<file path="config.mk">
export PLATFORM = sky130hd
export DESIGN_NAME = line_rasterizer_top
export DESIGN_NICKNAME = d
export VERILOG_FILES = /design/src/rtl/core/lr_pkg.sv /design/src/rtl/core/lr_datapath.sv /design/src/rtl/core/lr_ctrl.sv /design/src/rtl/core/line_rasterizer_top.sv
export SDC_FILE = /design/constraint.sdc
export NUM_CORES = 1
export LEC_CHECK = 0
export BUFFER_PORTS_ARGS = -buffer_cell sky130_fd_sc_hd__buf_2
export CAP_MARGIN = 25
export CORE_AREA = 4 4 145 147
export CTS_CLUSTER_SIZE = 8
export DETAILED_ROUTE_END_ITERATION = 12
export DIE_AREA = 0 0 149 151
export PLACE_DENSITY_LB_ADDON = 0.1
export SLEW_MARGIN = 20
export SYNTH_ARGS = -nofsm -noshare
export SYNTH_HDL_FRONTEND = slang
export SYNTH_HIERARCHICAL = 1
export SYNTH_SLANG_ARGS = --single-unit
</file>
<file path="constraint.sdc">
create_clock -name i_clk -period 6.9 [get_ports i_clk]
set_clock_uncertainty 0.1 [all_clocks]
set_input_delay 0.69 -clock i_clk [delete_from_list [all_inputs] [get_ports i_clk]]
set_output_delay 0.69 -clock i_clk [all_outputs]
set_load 0.01 [all_outputs]
</file>
<file path="src/rtl/core/lr_pkg.sv">
// ----------------------------------------------------------------------------
// lr_pkg
// Shared widths, register indexes, reset values and controller/datapath
// command and status types for the line rasterizer.
// ----------------------------------------------------------------------------
`default_nettype none

package lr_pkg;

    // payload widths
    localparam int COORD_W    = 6;   // input coordinates and output row
    localparam int XPOS_W     = 7;   // output column, reaches 64 on a zero-length line
    localparam int DIM_W      = 7;   // frame width and height registers
    localparam int ADDR_W     = 12;  // frame word address
    localparam int COLOR_W    = 32;  // packed RGBA8
    localparam int ERR_W      = 10;  // signed error term

    // configuration port
    localparam int CFG_IDX_W  = 2;
    localparam int CFG_DATA_W = 32;

    localparam logic [CFG_IDX_W-1:0] CFG_FRAME_WIDTH  = 2'd0;
    localparam logic [CFG_IDX_W-1:0] CFG_FRAME_HEIGHT = 2'd1;
    localparam logic [CFG_IDX_W-1:0] CFG_BRUSH_COLOR  = 2'd2;

    // reset values and default frame limit
    localparam int FRAME_DIM_DEF = 64;
    localparam logic [DIM_W-1:0]   RST_FRAME_WIDTH  = 7'd64;
    localparam logic [DIM_W-1:0]   RST_FRAME_HEIGHT = 7'd64;
    localparam logic [COLOR_W-1:0] RST_BRUSH_COLOR  = 32'hFFFF_FFFF;

    // controller to datapath
    typedef struct packed {
        logic load;   // capture endpoints of a new line
        logic setup;  // derive extents, steps and error term
        logic step;   // emit one pixel and advance
    } t_dp_cmd;

    // datapath to controller
    typedef struct packed {
        logic last;      // current pixel is the final one of the line
        logic out_free;  // output register can take a pixel this cycle
    } t_dp_status;

endpackage

`default_nettype wire

</file>
<file path="src/rtl/core/lr_datapath.sv">
// ----------------------------------------------------------------------------
// lr_datapath
// Configuration registers, Bresenham stepping registers and the output
// register with address generation and clipping.
// ----------------------------------------------------------------------------
`default_nettype none

module lr_datapath
    import lr_pkg::*;
#(
    parameter int FRAME_DIM = FRAME_DIM_DEF
) (
    input  wire                    i_clk,
    input  wire                    i_rst_n,
    // configuration
    input  wire                    i_cfg_valid,
    input  wire  [CFG_IDX_W-1:0]   i_cfg_index,
    input  wire  [CFG_DATA_W-1:0]  i_cfg_data,
    // line endpoints
    input  wire  [COORD_W-1:0]     i_start_x,
    input  wire  [COORD_W-1:0]     i_start_y,
    input  wire  [COORD_W-1:0]     i_end_x,
    input  wire  [COORD_W-1:0]     i_end_y,
    // control
    input  wire t_dp_cmd           i_cmd,
    output t_dp_status             o_status,
    // pixel output
    input  wire                    i_out_stall,
    output logic                   o_out_valid,
    output logic [XPOS_W-1:0]      o_pixel_x,
    output logic [COORD_W-1:0]     o_pixel_y,
    output logic [ADDR_W-1:0]      o_pixel_address,
    output logic [COLOR_W-1:0]     o_pixel_color,
    output logic                   o_visible,
    output logic                   o_last_pixel
);

    localparam logic [DIM_W-1:0] DIM_LIMIT = DIM_W'(FRAME_DIM);

    // configuration registers
    logic [DIM_W-1:0]   r_frame_width;
    logic [DIM_W-1:0]   r_frame_height;
    logic [COLOR_W-1:0] r_brush_color;

    // stepping registers
    logic [XPOS_W-1:0]        r_x;
    logic [COORD_W-1:0]       r_y;
    logic [COORD_W-1:0]       r_x1;
    logic [COORD_W-1:0]       r_y1;
    logic [XPOS_W-1:0]        r_x_inc;
    logic [COORD_W-1:0]       r_y_inc;
    logic                     r_steep;
    logic signed [ERR_W-1:0]  r_e;
    logic signed [ERR_W-1:0]  r_e_inc_a;
    logic signed [ERR_W-1:0]  r_e_inc_b;
    logic [XPOS_W-1:0]        r_count;

    // output register
    logic                r_out_valid;
    logic [XPOS_W-1:0]   r_pix_x;
    logic [COORD_W-1:0]  r_pix_y;
    logic [ADDR_W-1:0]   r_pix_addr;
    logic [COLOR_W-1:0]  r_pix_color;
    logic                r_pix_vis;
    logic                r_pix_last;

    // setup arithmetic
    logic                     zero_len;
    logic [XPOS_W-1:0]        x0_adj;
    logic signed [XPOS_W:0]   ddx;
    logic signed [COORD_W:0]  ddy;
    logic [XPOS_W-1:0]        adx;
    logic [XPOS_W-1:0]        ady;
    logic                     steep;
    logic [XPOS_W-1:0]        major;
    logic [XPOS_W-1:0]        minor;
    logic [ERR_W-1:0]         two_minor;
    logic [ERR_W-1:0]         two_major;

    // pixel arithmetic
    logic [DIM_W-1:0]     sat_w;
    logic [DIM_W-1:0]     sat_h;
    logic                 vis;
    logic [DIM_W-1:0]     row_flip;
    logic [2*DIM_W-1:0]   row_base;
    logic [2*DIM_W-1:0]   addr_sum;
    logic                 e_ge;
    logic                 move_x;
    logic                 move_y;
    logic                 out_free;

    // a zero-length line starts one column to the right
    assign zero_len = (i_start_x == i_end_x) && (i_start_y == i_end_y);
    assign x0_adj   = {1'b0, i_start_x} + (zero_len ? 7'd1 : 7'd0);

    // extents and major axis
    assign ddx   = $signed({2'b00, r_x1}) - $signed({1'b0, r_x});
    assign ddy   = $signed({1'b0, r_y1}) - $signed({1'b0, r_y});
    assign adx   = ddx[XPOS_W] ? XPOS_W'(-ddx) : ddx[XPOS_W-1:0];
    assign ady   = ddy[COORD_W] ? XPOS_W'(-ddy) : XPOS_W'(ddy);
    assign steep = ady > adx;
    assign major = steep ? ady : adx;
    assign minor = steep ? adx : ady;
    assign two_minor = ERR_W'({minor, 1'b0});
    assign two_major = ERR_W'({major, 1'b0});

    // frame size clipped to the supported limit
    assign sat_w = (r_frame_width  > DIM_LIMIT) ? DIM_LIMIT : r_frame_width;
    assign sat_h = (r_frame_height > DIM_LIMIT) ? DIM_LIMIT : r_frame_height;

    // clipping and y-flipped word address
    assign vis      = (r_x < sat_w) && ({1'b0, r_y} < sat_h);
    assign row_flip = sat_h - 7'd1 - {1'b0, r_y};
    assign row_base = row_flip * sat_w;
    assign addr_sum = row_base + {{DIM_W{1'b0}}, r_x};

    // minor axis moves when the error term is non-negative
    assign e_ge   = !r_e[ERR_W-1];
    assign move_x = r_steep ? e_ge : 1'b1;
    assign move_y = r_steep ? 1'b1 : e_ge;

    assign out_free = !r_out_valid || !i_out_stall;
    assign o_status = '{last: (r_count == '0), out_free: out_free};

    // configuration writes
    always_ff @(posedge i_clk) begin
        if (!i_rst_n) begin
            r_frame_width  <= RST_FRAME_WIDTH;
            r_frame_height <= RST_FRAME_HEIGHT;
            r_brush_color  <= RST_BRUSH_COLOR;
        end else if (i_cfg_valid) begin
            case (i_cfg_index)
                CFG_FRAME_WIDTH:  r_frame_width  <= i_cfg_data[DIM_W-1:0];
                CFG_FRAME_HEIGHT: r_frame_height <= i_cfg_data[DIM_W-1:0];
                CFG_BRUSH_COLOR:  r_brush_color  <= i_cfg_data[COLOR_W-1:0];
                default: ;
            endcase
        end
    end

    // endpoint capture, setup and stepping
    always_ff @(posedge i_clk) begin
        if (i_cmd.load) begin
            r_x  <= x0_adj;
            r_y  <= i_start_y;
            r_x1 <= i_end_x;
            r_y1 <= i_end_y;
        end else if (i_cmd.setup) begin
            r_steep   <= steep;
            r_count   <= major;
            r_x_inc   <= ddx[XPOS_W] ? {XPOS_W{1'b1}}
                       : ((ddx == '0) ? '0 : XPOS_W'(1));
            r_y_inc   <= ddy[COORD_W] ? {COORD_W{1'b1}}
                       : ((ddy == '0) ? '0 : COORD_W'(1));
            r_e       <= $signed(two_minor - ERR_W'(major));
            r_e_inc_a <= $signed(two_minor);
            r_e_inc_b <= $signed(two_minor - two_major);
        end else if (i_cmd.step) begin
            r_x     <= r_x + (move_x ? r_x_inc : '0);
            r_y     <= r_y + (move_y ? r_y_inc : '0);
            r_e     <= r_e + (e_ge ? r_e_inc_b : r_e_inc_a);
            r_count <= r_count - 7'd1;
        end
    end

    // output valid
    always_ff @(posedge i_clk) begin
        if (!i_rst_n) begin
            r_out_valid <= 1'b0;
        end else if (i_cmd.step) begin
            r_out_valid <= 1'b1;
        end else if (!i_out_stall) begin
            r_out_valid <= 1'b0;
        end
    end

    // output payload
    always_ff @(posedge i_clk) begin
        if (i_cmd.step) begin
            r_pix_x     <= r_x;
            r_pix_y     <= r_y;
            r_pix_addr  <= vis ? addr_sum[ADDR_W-1:0] : '0;
            r_pix_color <= r_brush_color;
            r_pix_vis   <= vis;
            r_pix_last  <= (r_count == '0);
        end
    end

    assign o_out_valid     = r_out_valid;
    assign o_pixel_x       = r_pix_x;
    assign o_pixel_y       = r_pix_y;
    assign o_pixel_address = r_pix_addr;
    assign o_pixel_color   = r_pix_color;
    assign o_visible       = r_pix_vis;
    assign o_last_pixel    = r_pix_last;

endmodule

`default_nettype wire

</file>
<file path="src/rtl/core/lr_ctrl.sv">
// ----------------------------------------------------------------------------
// lr_ctrl
// Sequencer for one line: accept, setup, then one pixel per free output slot.
// ----------------------------------------------------------------------------
`default_nettype none

module lr_ctrl
    import lr_pkg::*;
(
    input  wire              i_clk,
    input  wire              i_rst_n,
    input  wire              i_in_valid,
    output logic             o_in_stall,
    input  wire t_dp_status  i_status,
    output t_dp_cmd          o_cmd
);

    localparam logic [1:0] S_IDLE  = 2'd0;
    localparam logic [1:0] S_SETUP = 2'd1;
    localparam logic [1:0] S_RUN   = 2'd2;

    logic [1:0] r_state;
    logic [1:0] n_state;

    // next state and commands
    always_comb begin
        n_state = r_state;
        o_cmd   = '0;
        case (r_state)
            S_IDLE: begin
                if (i_in_valid) begin
                    o_cmd.load = 1'b1;
                    n_state    = S_SETUP;
                end
            end
            S_SETUP: begin
                o_cmd.setup = 1'b1;
                n_state     = S_RUN;
            end
            S_RUN: begin
                if (i_status.out_free) begin
                    o_cmd.step = 1'b1;
                    if (i_status.last) begin
                        n_state = S_IDLE;
                    end
                end
            end
            default: begin
                n_state = S_IDLE;
            end
        endcase
    end

    // state register
    always_ff @(posedge i_clk) begin
        if (!i_rst_n) begin
            r_state <= S_IDLE;
        end else begin
            r_state <= n_state;
        end
    end

    assign o_in_stall = (r_state != S_IDLE);

endmodule

`default_nettype wire

</file>
<file path="src/rtl/core/line_rasterizer_top.sv">
// ----------------------------------------------------------------------------
// line_rasterizer_top
// Bresenham line rasterizer: one line command in, its pixels out in order.
// ----------------------------------------------------------------------------
// Usage:
//   Input channel (i_in_valid / o_in_stall) takes one line per beat: start and
//   end points in whole pixels. Output channel (o_out_valid / i_out_stall)
//   gives one pixel per beat with coordinates, y-flipped word address, brush
//   color, visible flag and a last marker on the final pixel.
//   Config channel (i_cfg_valid / o_cfg_ready) writes frame width, frame
//   height and brush color; write it only while no line is in flight.
//   The first pixel passes the load, setup and step commands and then the output
//   register before it is valid. A line is loaded, set up, then stepped at one
//   pixel a cycle from a single stepping unit without back-pressure; the input
//   opens for the next line once its last pixel enters the output register,
//   while that pixel may still be waiting.
//   A stalled output holds its beat and freezes stepping until it is taken.
//   Reset clears the sequencer and output valid and restores a 64 x 64 frame
//   with a white brush; o_cfg_ready is always high.
// ----------------------------------------------------------------------------
`default_nettype none

module line_rasterizer_top
    import lr_pkg::*;
#(
    parameter int FRAME_DIM = FRAME_DIM_DEF
) (
    input  wire                    i_clk,
    input  wire                    i_rst_n,
    // configuration
    input  wire                    i_cfg_valid,
    output logic                   o_cfg_ready,
    input  wire  [CFG_IDX_W-1:0]   i_cfg_index,
    input  wire  [CFG_DATA_W-1:0]  i_cfg_data,
    // line input
    input  wire                    i_in_valid,
    output logic                   o_in_stall,
    input  wire  [COORD_W-1:0]     i_start_x,
    input  wire  [COORD_W-1:0]     i_start_y,
    input  wire  [COORD_W-1:0]     i_end_x,
    input  wire  [COORD_W-1:0]     i_end_y,
    // pixel output
    output logic                   o_out_valid,
    input  wire                    i_out_stall,
    output logic [XPOS_W-1:0]      o_pixel_x,
    output logic [COORD_W-1:0]     o_pixel_y,
    output logic [ADDR_W-1:0]      o_pixel_address,
    output logic [COLOR_W-1:0]     o_pixel_color,
    output logic                   o_visible,
    output logic                   o_last_pixel
);

    t_dp_cmd    cmd;
    t_dp_status status;

    assign o_cfg_ready = 1'b1;

    // sequencer
    lr_ctrl u_ctrl (
        .i_clk      (i_clk),
        .i_rst_n    (i_rst_n),
        .i_in_valid (i_in_valid),
        .o_in_stall (o_in_stall),
        .i_status   (status),
        .o_cmd      (cmd)
    );

    // stepping and pixel datapath
    lr_datapath #(
        .FRAME_DIM (FRAME_DIM)
    ) u_datapath (
        .i_clk           (i_clk),
        .i_rst_n         (i_rst_n),
        .i_cfg_valid     (i_cfg_valid),
        .i_cfg_index     (i_cfg_index),
        .i_cfg_data      (i_cfg_data),
        .i_start_x       (i_start_x),
        .i_start_y       (i_start_y),
        .i_end_x         (i_end_x),
        .i_end_y         (i_end_y),
        .i_cmd           (cmd),
        .o_status        (status),
        .i_out_stall     (i_out_stall),
        .o_out_valid     (o_out_valid),
        .o_pixel_x       (o_pixel_x),
        .o_pixel_y       (o_pixel_y),
        .o_pixel_address (o_pixel_address),
        .o_pixel_color   (o_pixel_color),
        .o_visible       (o_visible),
        .o_last_pixel    (o_last_pixel)
    );

endmodule

`default_nettype wire

</file>
==> results of run 1 <==
through the flow:
stage / instance area [um2] / hold WS (ps) / setup WS (ps) / std cells / utilization [%]
after floorplan: 10700 / 308 / 1110 / 1054 / -
after detailed placement: 11600 / 314 / 761 / 1426 / 58.5
after global placement: 11600 / 312 / 886 / 1426 / 58.5
after CTS: 12300 / 334 / 724 / 1458 / 61.7
after global routing: 12300 / 341 / 243 / 1458 / 61.7
final: 12300 / 334 / 722 / 1458 / 61.7
kinds of logic (layout without fill, tap and decap cells):
kind of cell             Yosys count  in the layout  synth area share, %
AND/OR/NAND/NOR                  336            336                 14.6
flip-flops                       169            169                 42.7
AO/OA/AOI/OAI                    160            160                 9.85
buffers and inverters            149            283                 5.32
adder cells (fa/ha/maj)          133            133                 18.1
XOR/XNOR                          75             75                 6.39
multiplexers                      31             31                 3.03
other                              1              1               0.0349
synth_stat cells, types with 19 or more instances:
library cell | count | share of area, %
o21ai_0 | 37 | 1.7
a21oi_1 | 49 | 2.3
fa_1 | 37 | 6.9
mux2i_1 | 21 | 2.0
nor2_1 | 80 | 2.8
xor2_1 | 19 | 1.5
nor2b_1 | 27 | 1.6
edfxtp_1 | 120 | 34
dfxtp_1 | 49 | 9.1
ha_1 | 96 | 11
clkbuf_1 | 25 | 0.87
xnor2_1 | 52 | 4.2
nand2b_1 | 20 | 1.2
nand3_1 | 45 | 2.1
inv_1 | 116 | 4.1
nand2_1 | 113 | 3.9
area by class of cell:
| class | count | area (um2) | area share [%] |
|---|---|---|---|
| Clock buffer | 17 | 425 | 3.46 |
| Clock inverter | 15 | 210 | 1.71 |
| Inverter | 119 | 447 | 3.64 |
| Multi-Input combinational cell | 736 | 5600 | 45.6 |
| Sequential cell | 169 | 4580 | 37.3 |
| Tap cell | 270 | 338 | 2.75 |
| Timing Repair Buffer | 132 | 683 | 5.56 |
worst max-delay path: stages, from the launching register on:
cell	delay, ps
dfxtp_1	500
nand2b_1	230
inv_1	60
ha_1	280
a21o_1	180
a21oi_1	210
o21ai_0	100
a21oi_1	260
xor2_1	330
nor2_1	110
fa_1	490
inv_1	50
fa_1	480
inv_1	50
fa_1	530
inv_1	50
fa_1	530
inv_1	50
ha_1	310
a21oi_1	230
o21ai_0	190
a21o_1	200
a21oi_1	170
o21ai_0	100
nor3b_1	140
routing by layer:
layer / vias to the layer above / GRT usage, %
met5: - / 0
met4: 0 / 6.32
met3: 28 / 4.34
met2: 165 / 36.4
met1: 3646 / 28.2
li1: 3816 / -
layout by cell type (no fill, tap or decap), types with 37 or more instances in the layout:
cell type and n:
a21oi_1 49, buf_2 123, dfxtp_1 49, edfxtp_1 120, fa_1 37, ha_1 96
inv_1 116, nand2_1 113, nand3_1 45, nor2_1 78, o21ai_0 37, xnor2_1 52
sequential cells by signal (all words and copies together) (netlist names), 7 cells and up:
name                        flops
u_datapath/r_count              7
u_datapath/r_frame_height       7
u_datapath/r_x                  7
u_datapath/r_e_inc_b            8
u_datapath/r_e_inc_a            7
u_datapath/o_pixel_color       32
u_datapath/o_pixel_address     12
u_datapath/o_pixel_x            7
u_datapath/r_frame_width        7
u_datapath/r_e                  9
u_datapath/r_brush_color       32
worst paths after layout:
kind / cells after the start / slack, ps / end
setup / recovery: 24 / 720 / u_datapath/o_pixel_address[11]
hold / removal: 0 / 330 / u_datapath/o_pixel_color[31]
setup reg to reg: 24 / 720 / u_datapath/o_pixel_address[11]
hold reg to reg: 0 / 330 / u_datapath/o_pixel_color[31]
==> results.md, run 1 <==
* Final RePlAce weighted congestion at approximately 0.90
* Ys flop type: edfxtp_1
* Worst Hold Launch: u_datapath/r_brush_color[31]
* Post-synth EDFFs at between 100 and 150
* M1 WL at 10.4 mm
* First-pass DRT Iterations at 5
* Synthesized Nets at 1250
* Die width at roughly 150 um
* Reg clk slew, reported paths at 80 ps
* Worst Path Required at 6990 ps
* Seq/Total Area, Yosys at 42.7%
* # clock sinks at approximately 170
* ANT cells at 0
* Vias in the first global route at 7579
* Die Y at about 150 um
* Fmax at ~160 MHz
* Mapped cell area at 10700 um2
* Synth unique cells at 68
* Hold crit path type: reg2reg
* Post-Syn Instances at 1054
* Crit path launch: u_datapath/r_frame_height[6]
* CTS resizes at 0
* Hold Buf Count CTS at 0
* Startpoint types: flop
* Initial Util at 54.0%
* Hold Fails Final Rpt at 0
* Final period util at 89.5%
* Metal3 WL at approximately 1.1 mm
* Routed vias at between 7k and 8k
* Yosys reg bits at 169
* Period minus WS final at a little over 6000 ps
* Total CTS buffers at 17
* Clk Latency, worst-skew pair at 440 ps
* Drt drc at 0
* Filler instances at 1686
* GRT overflow at 0
* Largest net degree at the start of global routing at 63
* Vias per Instance at roughly 5.3
* RR Startpoint: u_datapath/r_frame_height[6]
* Ys async rst share at 0%
* Share of layout cells above drive strength 1 at between 10% and 20%
* Syn Area/Cell at 10.2 um2
* Antenna-violating nets left at 0
* TNS Setup at 0 ps
* Setup crit end kind: flop
* Initial antenna violation count at 0
* Worst path arrival time at 6270 ps
* Highest metal used: met4
* Max FO, Critical Path at 10
* Die footprint at 22500 um2
* NumNets Final at 1371
* H-tree depth at 4
* I/O Buffers at about 120
* Status: finished clean
* CTS tree: yes
* Root Buffer: clkbuf_16
* 1st-iter DRT viols at 364
* DR WL/cell at 16.0 um
* Row count at 52
* Post-CTS Setup Inserts at 0
* Max clock buf depth at 2
* Hpwl dp at 17.8 mm
* Final Max Tran Viols at 0
* GRT Total Usage at 21.5%
* Max_cap viols at 0
* Routed wl met2 at ~11 mm
* Finish-stage setup viols at 0
* Worst relative slew slack at 37.6%
* Synth-to-Final Area Change at 14.3%
* CORE AREA at ~20000 um2
* WL final at 23.4 mm
* Setup CP Type: reg2reg
* YS warnings at 6
* First-pass GRT wire length at roughly 38 mm
* Slew @ Worst Pin at around 930 ps
* I/O pin count at roughly 130
* RSZ-0062 raised after global routing: false
Power of run 1 is left out: the tool's default activity adds up to more than one toggle a clock period on the data nets, which glitch-free logic cannot reach.
==> inputs of run 2 (changes only) <==
--- a/config.mk
+++ b/config.mk
@@ -5,12 +5,13 @@
 export SDC_FILE = /design/constraint.sdc
 export NUM_CORES = 1
 export LEC_CHECK = 0
+export ABC_AREA = 1
 export BUFFER_PORTS_ARGS = -buffer_cell sky130_fd_sc_hd__buf_2
 export CAP_MARGIN = 25
-export CORE_AREA = 4 4 145 147
+export CORE_AREA = 4 4 148 150
 export CTS_CLUSTER_SIZE = 8
 export DETAILED_ROUTE_END_ITERATION = 12
-export DIE_AREA = 0 0 149 151
+export DIE_AREA = 0 0 152 154
 export PLACE_DENSITY_LB_ADDON = 0.1
 export SLEW_MARGIN = 20
 export SYNTH_ARGS = -nofsm -noshare
==> results.md, run 2 <==
* Synth area leaders: edfxtp_1, ha_1, nand2_1
* Antenna-violating nets left at 0
* Worst path arrival time at 5650 ps
* WL final at approximately 24 mm
* Status: finished clean
* First-pass GRT wire length at 40.1 mm
* Root Buffer: clkbuf_16
* NumNets Final at 1615
* PnR worst setup slack at around 1300 ps
* Seq. cell area at roughly 4600 um2
* Max clock buf depth at 2
* Crit-path max cell delay at 520 ps
* Post-synth top cells: nand2_1, inv_1, edfxtp_1
* ANT cells at 0
* CTS resizes at 0
* Routed vias at 8656
* H-tree depth at 4
* Final core occ at 61.0%
* Max_cap viols at 0
* Worst relative slew slack at a little over a third
* First-pass DRT Iterations at 6
* Finish-stage setup viols at 0
* Synthesized Nets at 1493
* Fin Hold WS at 332 ps
* Share of layout cells above drive strength 1 at 15.5%
* Slowest stage cell, crit path: fa_1
* RSZ-0062 raised after global routing: false
* Vias in the first global route at 8378
* # clock sinks at 169
* Hpwl dp at 18.6 mm
* Die footprint at 23400 um2
* Setup CP Type: reg2reg
* Seq/Total Area, Yosys at 41.3%
* Initial antenna violation count at 0
* Clk Latency, worst-skew pair at 430 ps
* I/O pin count at around 130
* Initial Util at 53.6%
* Worst vdd ir at approximately 530 uV
* Final RePlAce weighted congestion at approximately 0.9
* Largest net degree at the start of global routing at 60
* Most frequent cells in the layout: nand2_1, inv_1, buf_2, edfxtp_1, nor2_1
* Die Y at approximately 150 um
* CORE AREA at around 21000 um2
* Mapped cell area at 11100 um2
* Post-CTS Setup Inserts at 0
* Filler instances at 1874
* Startpoint types: flop
* Syn Area/Cell at 8.55 um2
* P_leak at 0.00617 uW
* Max FO, Critical Path at 5
* GRT overflow at 0
* Multi-input gate area at roughly 5600 um2
* Most common cell after layout, fill and taps aside: nand2_1
* Ys flop type: edfxtp_1
* Post-Syn Instances at 1297
* Fmax at 180 MHz
* Die width at roughly 150 um
* CTS tree: yes
* 1st-iter DRT viols at between 400 and 500
* Hold Buf Count CTS at 0
* GRT Total Usage at a little over a fifth
* Yosys reg bits at 169
* Vias per Instance at 5.07
* TNS Setup at 0 ps
* Drt drc at 0
* Critical path's most frequent cell: inv_1
* Final Max Tran Viols at 0
* Post-DP Area at roughly 12000 um2
* Hold crit path type: reg2reg
* Setup crit end kind: flop
* Worst slack, placed at 1340 ps
* Slew @ Worst Pin at approximately 970 ps
* Final period util at 80.7%
* Ys async rst share at 0%
* Synth unique cells at 48
* Post-synth top area share at 32.5%
* Total CTS buffers at 17
* I/O Buffers at 123
* DR WL/cell at 14.2 um
* Reg clk slew, reported paths at ~80 ps
* Period minus WS final at 5570 ps
* Row count at 53
* Synth-to-Final Area Change at 13.8%
* Count leader, synth: nand2_1
* Cell Pwr Density at 381 nW/um2
* YS warnings at 6
* Post-synth top area cell: edfxtp_1
* Post-synth EDFFs at 120
* Worst Path Required at 6980 ps
* Hold Fails Final Rpt at 0
* Finished Cell Area at between 10000 and 15000 um2
-- run 2: changes by cell type after synthesis, moves of 20 or more --
cell      before  now
inv_1        116  203
mux2i_1       21    0
nand2_1      113  311
nand2_2        0   23
nand2b_1      20    0
nand3_1       45   95
nor2_1        80  107
nor2b_1       27    0
xnor2_1       52   12
-- run 2: path summary, 6_finish.rpt --
kind	start	endpoint	slack, ps	depth (start not counted)
hold / removal	u_datapath/r_brush_color[27]	u_datapath/o_pixel_color[27]	330	0
setup / recovery	u_datapath/r_frame_height[6]	u_datapath/o_pixel_address[11]	1340	26
hold reg to reg	u_datapath/r_brush_color[27]	u_datapath/o_pixel_color[27]	330	0
setup reg to reg	u_datapath/r_frame_height[6]	u_datapath/o_pixel_address[11]	1340	26
-- run 2: per-stage QoR --
stage                     total power, uW  cells
after floorplan                      3310   1297
after global placement               3780   1674
after detailed placement             3830   1674
after CTS                            4840   1706
after global routing                 5250   1707
final                                4820   1707
-- run 2: critical path, delay by kind of cell, from the launching register on --
kind,cells,cell delay [ps]
AOI/OAI and AO/OA,4,720
DFF,1,340
and+or+nand+nor,7,630
buffers and inverters,7,480
xor gates and xnor gates,1,100
adders and majority gates,7,2930
-- run 2: per-layer routing --
metal / part of all wire (%) / track usage, %
met1: 45 / 27.2
met2: 49 / 35.7
met3: 4.0 / 3.29
met4: 2.3 / 7.23
met5: 0 / 0
-- run 2: logic make-up after synthesis --
kind of cell	Yosys count	share of synthesized area [%]
buf+inv	235	8.31
simple gates	583	22.9
flops	169	41.3
other cells	1	0.0338
compound gates	143	7.35
xor+xnor	33	2.61
fa+ha+maj	133	17.5
-- run 2: cell type report --
type | instances | area share (%)
clock buffers | 17 | 3.37
clock inverters | 15 | 1.66
inverters | 209 | 6.23
multi-input cells | 893 | 44.3
flip-flops and latches | 169 | 36.3
well taps | 275 | 2.73
repair buffers | 129 | 5.39
-- run 2: where the power goes --
part | switching, uW | total, uW | leakage (uW) | internal (uW)
sequential | 62.7 | 1360 | 0.00148 | 1300
clock | 488 | 992 | 0.000304 | 504
combinational | 1610 | 2460 | 0.00439 | 857
total | 2160 | 4820 | 0.00617 | 2660
Power figures use the tool's default switching activity.
==> inputs of run 3 (changes only) <==
==> constraint.sdc (replaced) <==
create_clock -name i_clk -period 5.2 [get_ports i_clk]
set_clock_uncertainty 0.1 [all_clocks]
set_input_delay 0.52 -clock i_clk [delete_from_list [all_inputs] [get_ports i_clk]]
set_output_delay 0.52 -clock i_clk [all_outputs]
set_load 0.01 [all_outputs]
==> results.md, run 3 (synthesized netlist as in run 2, its figures left out) <==
* P_leak at about 0.0065 uW
* GRT Total Usage at 21.4%
* 1st-iter DRT viols at 403
* NumNets Final at 1688
* Startpoint types: flop
* Max_cap viols at 0
* Total power at ~7000 uW
* Vias per Instance at 5.07
* Initial Util at 53.6%
* I/O pin count at 125
* Post-DP Area at 12400 um2
* Crit path max-delay family: adder cells
* Antenna-violating nets left at 0
* Hold crit path type: in2reg
* Finished Cell Area at 13500 um2
* Row count at 53
* Setup CP Type: reg2reg
* Clk Latency, worst-skew pair at 440 ps
* Clock share of power at 18.8%
* Die width at 152 um
* CTS tree: yes
* Worst relative slew slack at ~44%
* Final RePlAce weighted congestion at 0.894
* Reg clk slew, reported paths at 80 ps
* Final period util at between 90% and 100%
* Period minus WS final at 5180 ps
* Vias in the first global route at 8784
* Hold Buf Count CTS at 0
* Synth-to-Final Area Change at 21.6%
* Root Buffer: clkbuf_16
* Slowest stage cell, crit path: fa_1
* Initial antenna violation count at 0
* # clock sinks at 169
* First-pass DRT Iterations at 5
* I/O Buffers at between 100 and 150
* Most common cell after layout, fill and taps aside: nand2_1
* Switching portion of total power at 43.6%
* RSZ-0062 raised after global routing: true
* Worst vdd ir at ~860 uV
* Multi-input gate area at ~5900 um2
* Largest net degree at the start of global routing at 60
* Seq. cell area at 4590 um2
* Finish-stage setup viols at 0
* Share of layout cells above drive strength 1 at between 20% and 30%
* Max FO, Critical Path at 4
* Filler instances at approximately 1.7k
* Crit-path max cell delay at 540 ps
* Worst path arrival time at 5270 ps
* Fmax at 193 MHz
* Die footprint at 23400 um2
* Hold Fails Final Rpt at 0
* Critical path cell sequence: nor2_1 -> nand4_1 -> nand2_1 -> nand2_2 -> inv_2 -> ha_4 -> a21oi_2 -> o21ai_2 -> xor2_1 -> inv_1 -> buf_6 -> nor2_1 -> fa_1 -> fa_1 -> fa_1 -> inv_1 -> fa_1 -> inv_1 -> ha_4 -> nand4_1 -> nor3_1 -> a21oi_2 -> a21oi_1 -> nor2_1
* Total CTS buffers at 17
* WP buf/inv at 5
* Hold Crit Depth at 3
* Slew @ Worst Pin at roughly 840 ps
* Setup crit end kind: flop
* Worst reg2reg path depth at 24
* Final Max Tran Viols at 0
* Cell Pwr Density at 520 nW/um2
* ANT cells at 0
* Max clock buf depth at 2
* WL final at 25.2 mm
* Sw power at 3050 uW
* Most frequent cells in the layout: nand2_1, inv_1, buf_2, edfxtp_1, nand3_1
* Gate power share at 55.7%
* CORE AREA at 20700 um2
* TNS Setup at 0 ps
* Status: finished clean
* Die Y at 154 um
* DR WL/cell at between 10 and 15 um
* Worst Path Required at 5280 ps
* Reg power frac at 25.5%
* Pint at 3950 uW
* Routed vias at 9018
* H-tree depth at 4
* First-pass GRT wire length at 41.3 mm
* Critical path's most frequent cell: fa_1
* Hpwl dp at approximately 19 mm
* GRT overflow at 0
* Drt drc at 0
* WP depth at 24
* Reg2Reg Setup Slack at 20 ps
## run 3: power groups by stage
stage | sequential [uW] | clock (uW) | combinational, uW
CTS | 1790 | 1350 | 3580
finish | 1790 | 1320 | 3900
detailed placement | 1820 | 0 | 3510
floorplan | 1820 | 0 | 2580
global placement | 1820 | 0 | 3450
global route | 1810 | 1410 | 4390
## run 3: final timing paths
path,from,end
worst min register to register,u_datapath/r_brush_color[4],u_datapath/o_pixel_color[4]
worst min-delay path,i_cfg_data[29],u_datapath/r_brush_color[29]
worst max register to register,u_datapath/r_frame_height[4],u_datapath/o_pixel_address[11]
worst max-delay path,u_datapath/r_frame_height[4],u_datapath/o_pixel_address[11]
## run 3: stage by stage
stage | util [%] | setup slack, ps | cells | hold slack, ps
after global routing | 65.2 | -245 | 1780 | 168
final | 65.2 | 16.1 | 1780 | 175
after floorplan | - | 42.8 | 1297 | 309
after global placement | 59.8 | -100 | 1730 | 311
after detailed placement | 59.8 | -203 | 1730 | 315
after CTS | 63.7 | 17.1 | 1770 | 153
## run 3: cell type report
class	count	share of cell area, %
multi-input combinational	893	43.7
sequential	169	34.0
timing repair buffer	202	9.11
inverter	209	5.84
clock buffer	17	3.15
tap	275	2.55
clock inverter	15	1.57
## run 3: per-layer routing
layer  vias to the layer above  wire [um]  global-route usage [%]
met4                         0        676                    7.19
met1                      4145      11100                    26.9
met3                        58        942                    3.46
li1                       4614          -                       -
met2                       201      12400                    37.6
met5                         -          0                       0
## run 3: what timing repair did
item	4_1_cts	5_1_grt
buffers inserted	8	10
pin swaps	4	30
gates cloned	0	0
resized for setup	21	67
setup endpoints to repair	3	11
## run 3: worst reg2reg max path, stage by stage (launching register included)
cell,delay [ps]
dfxtp_1,310
nor2_1,100
nand4_1,110
nand2_1,90
nand2_2,60
inv_2,70
ha_4,220
a21oi_2,170
o21ai_2,90
xor2_1,170
inv_1,110
buf_6,140
nor2_1,130
fa_1,470
fa_1,520
fa_1,540
inv_1,50
fa_1,520
inv_1,60
ha_4,280
nand4_1,110
nor3_1,210
a21oi_2,100
a21oi_1,130
nor2_1,60
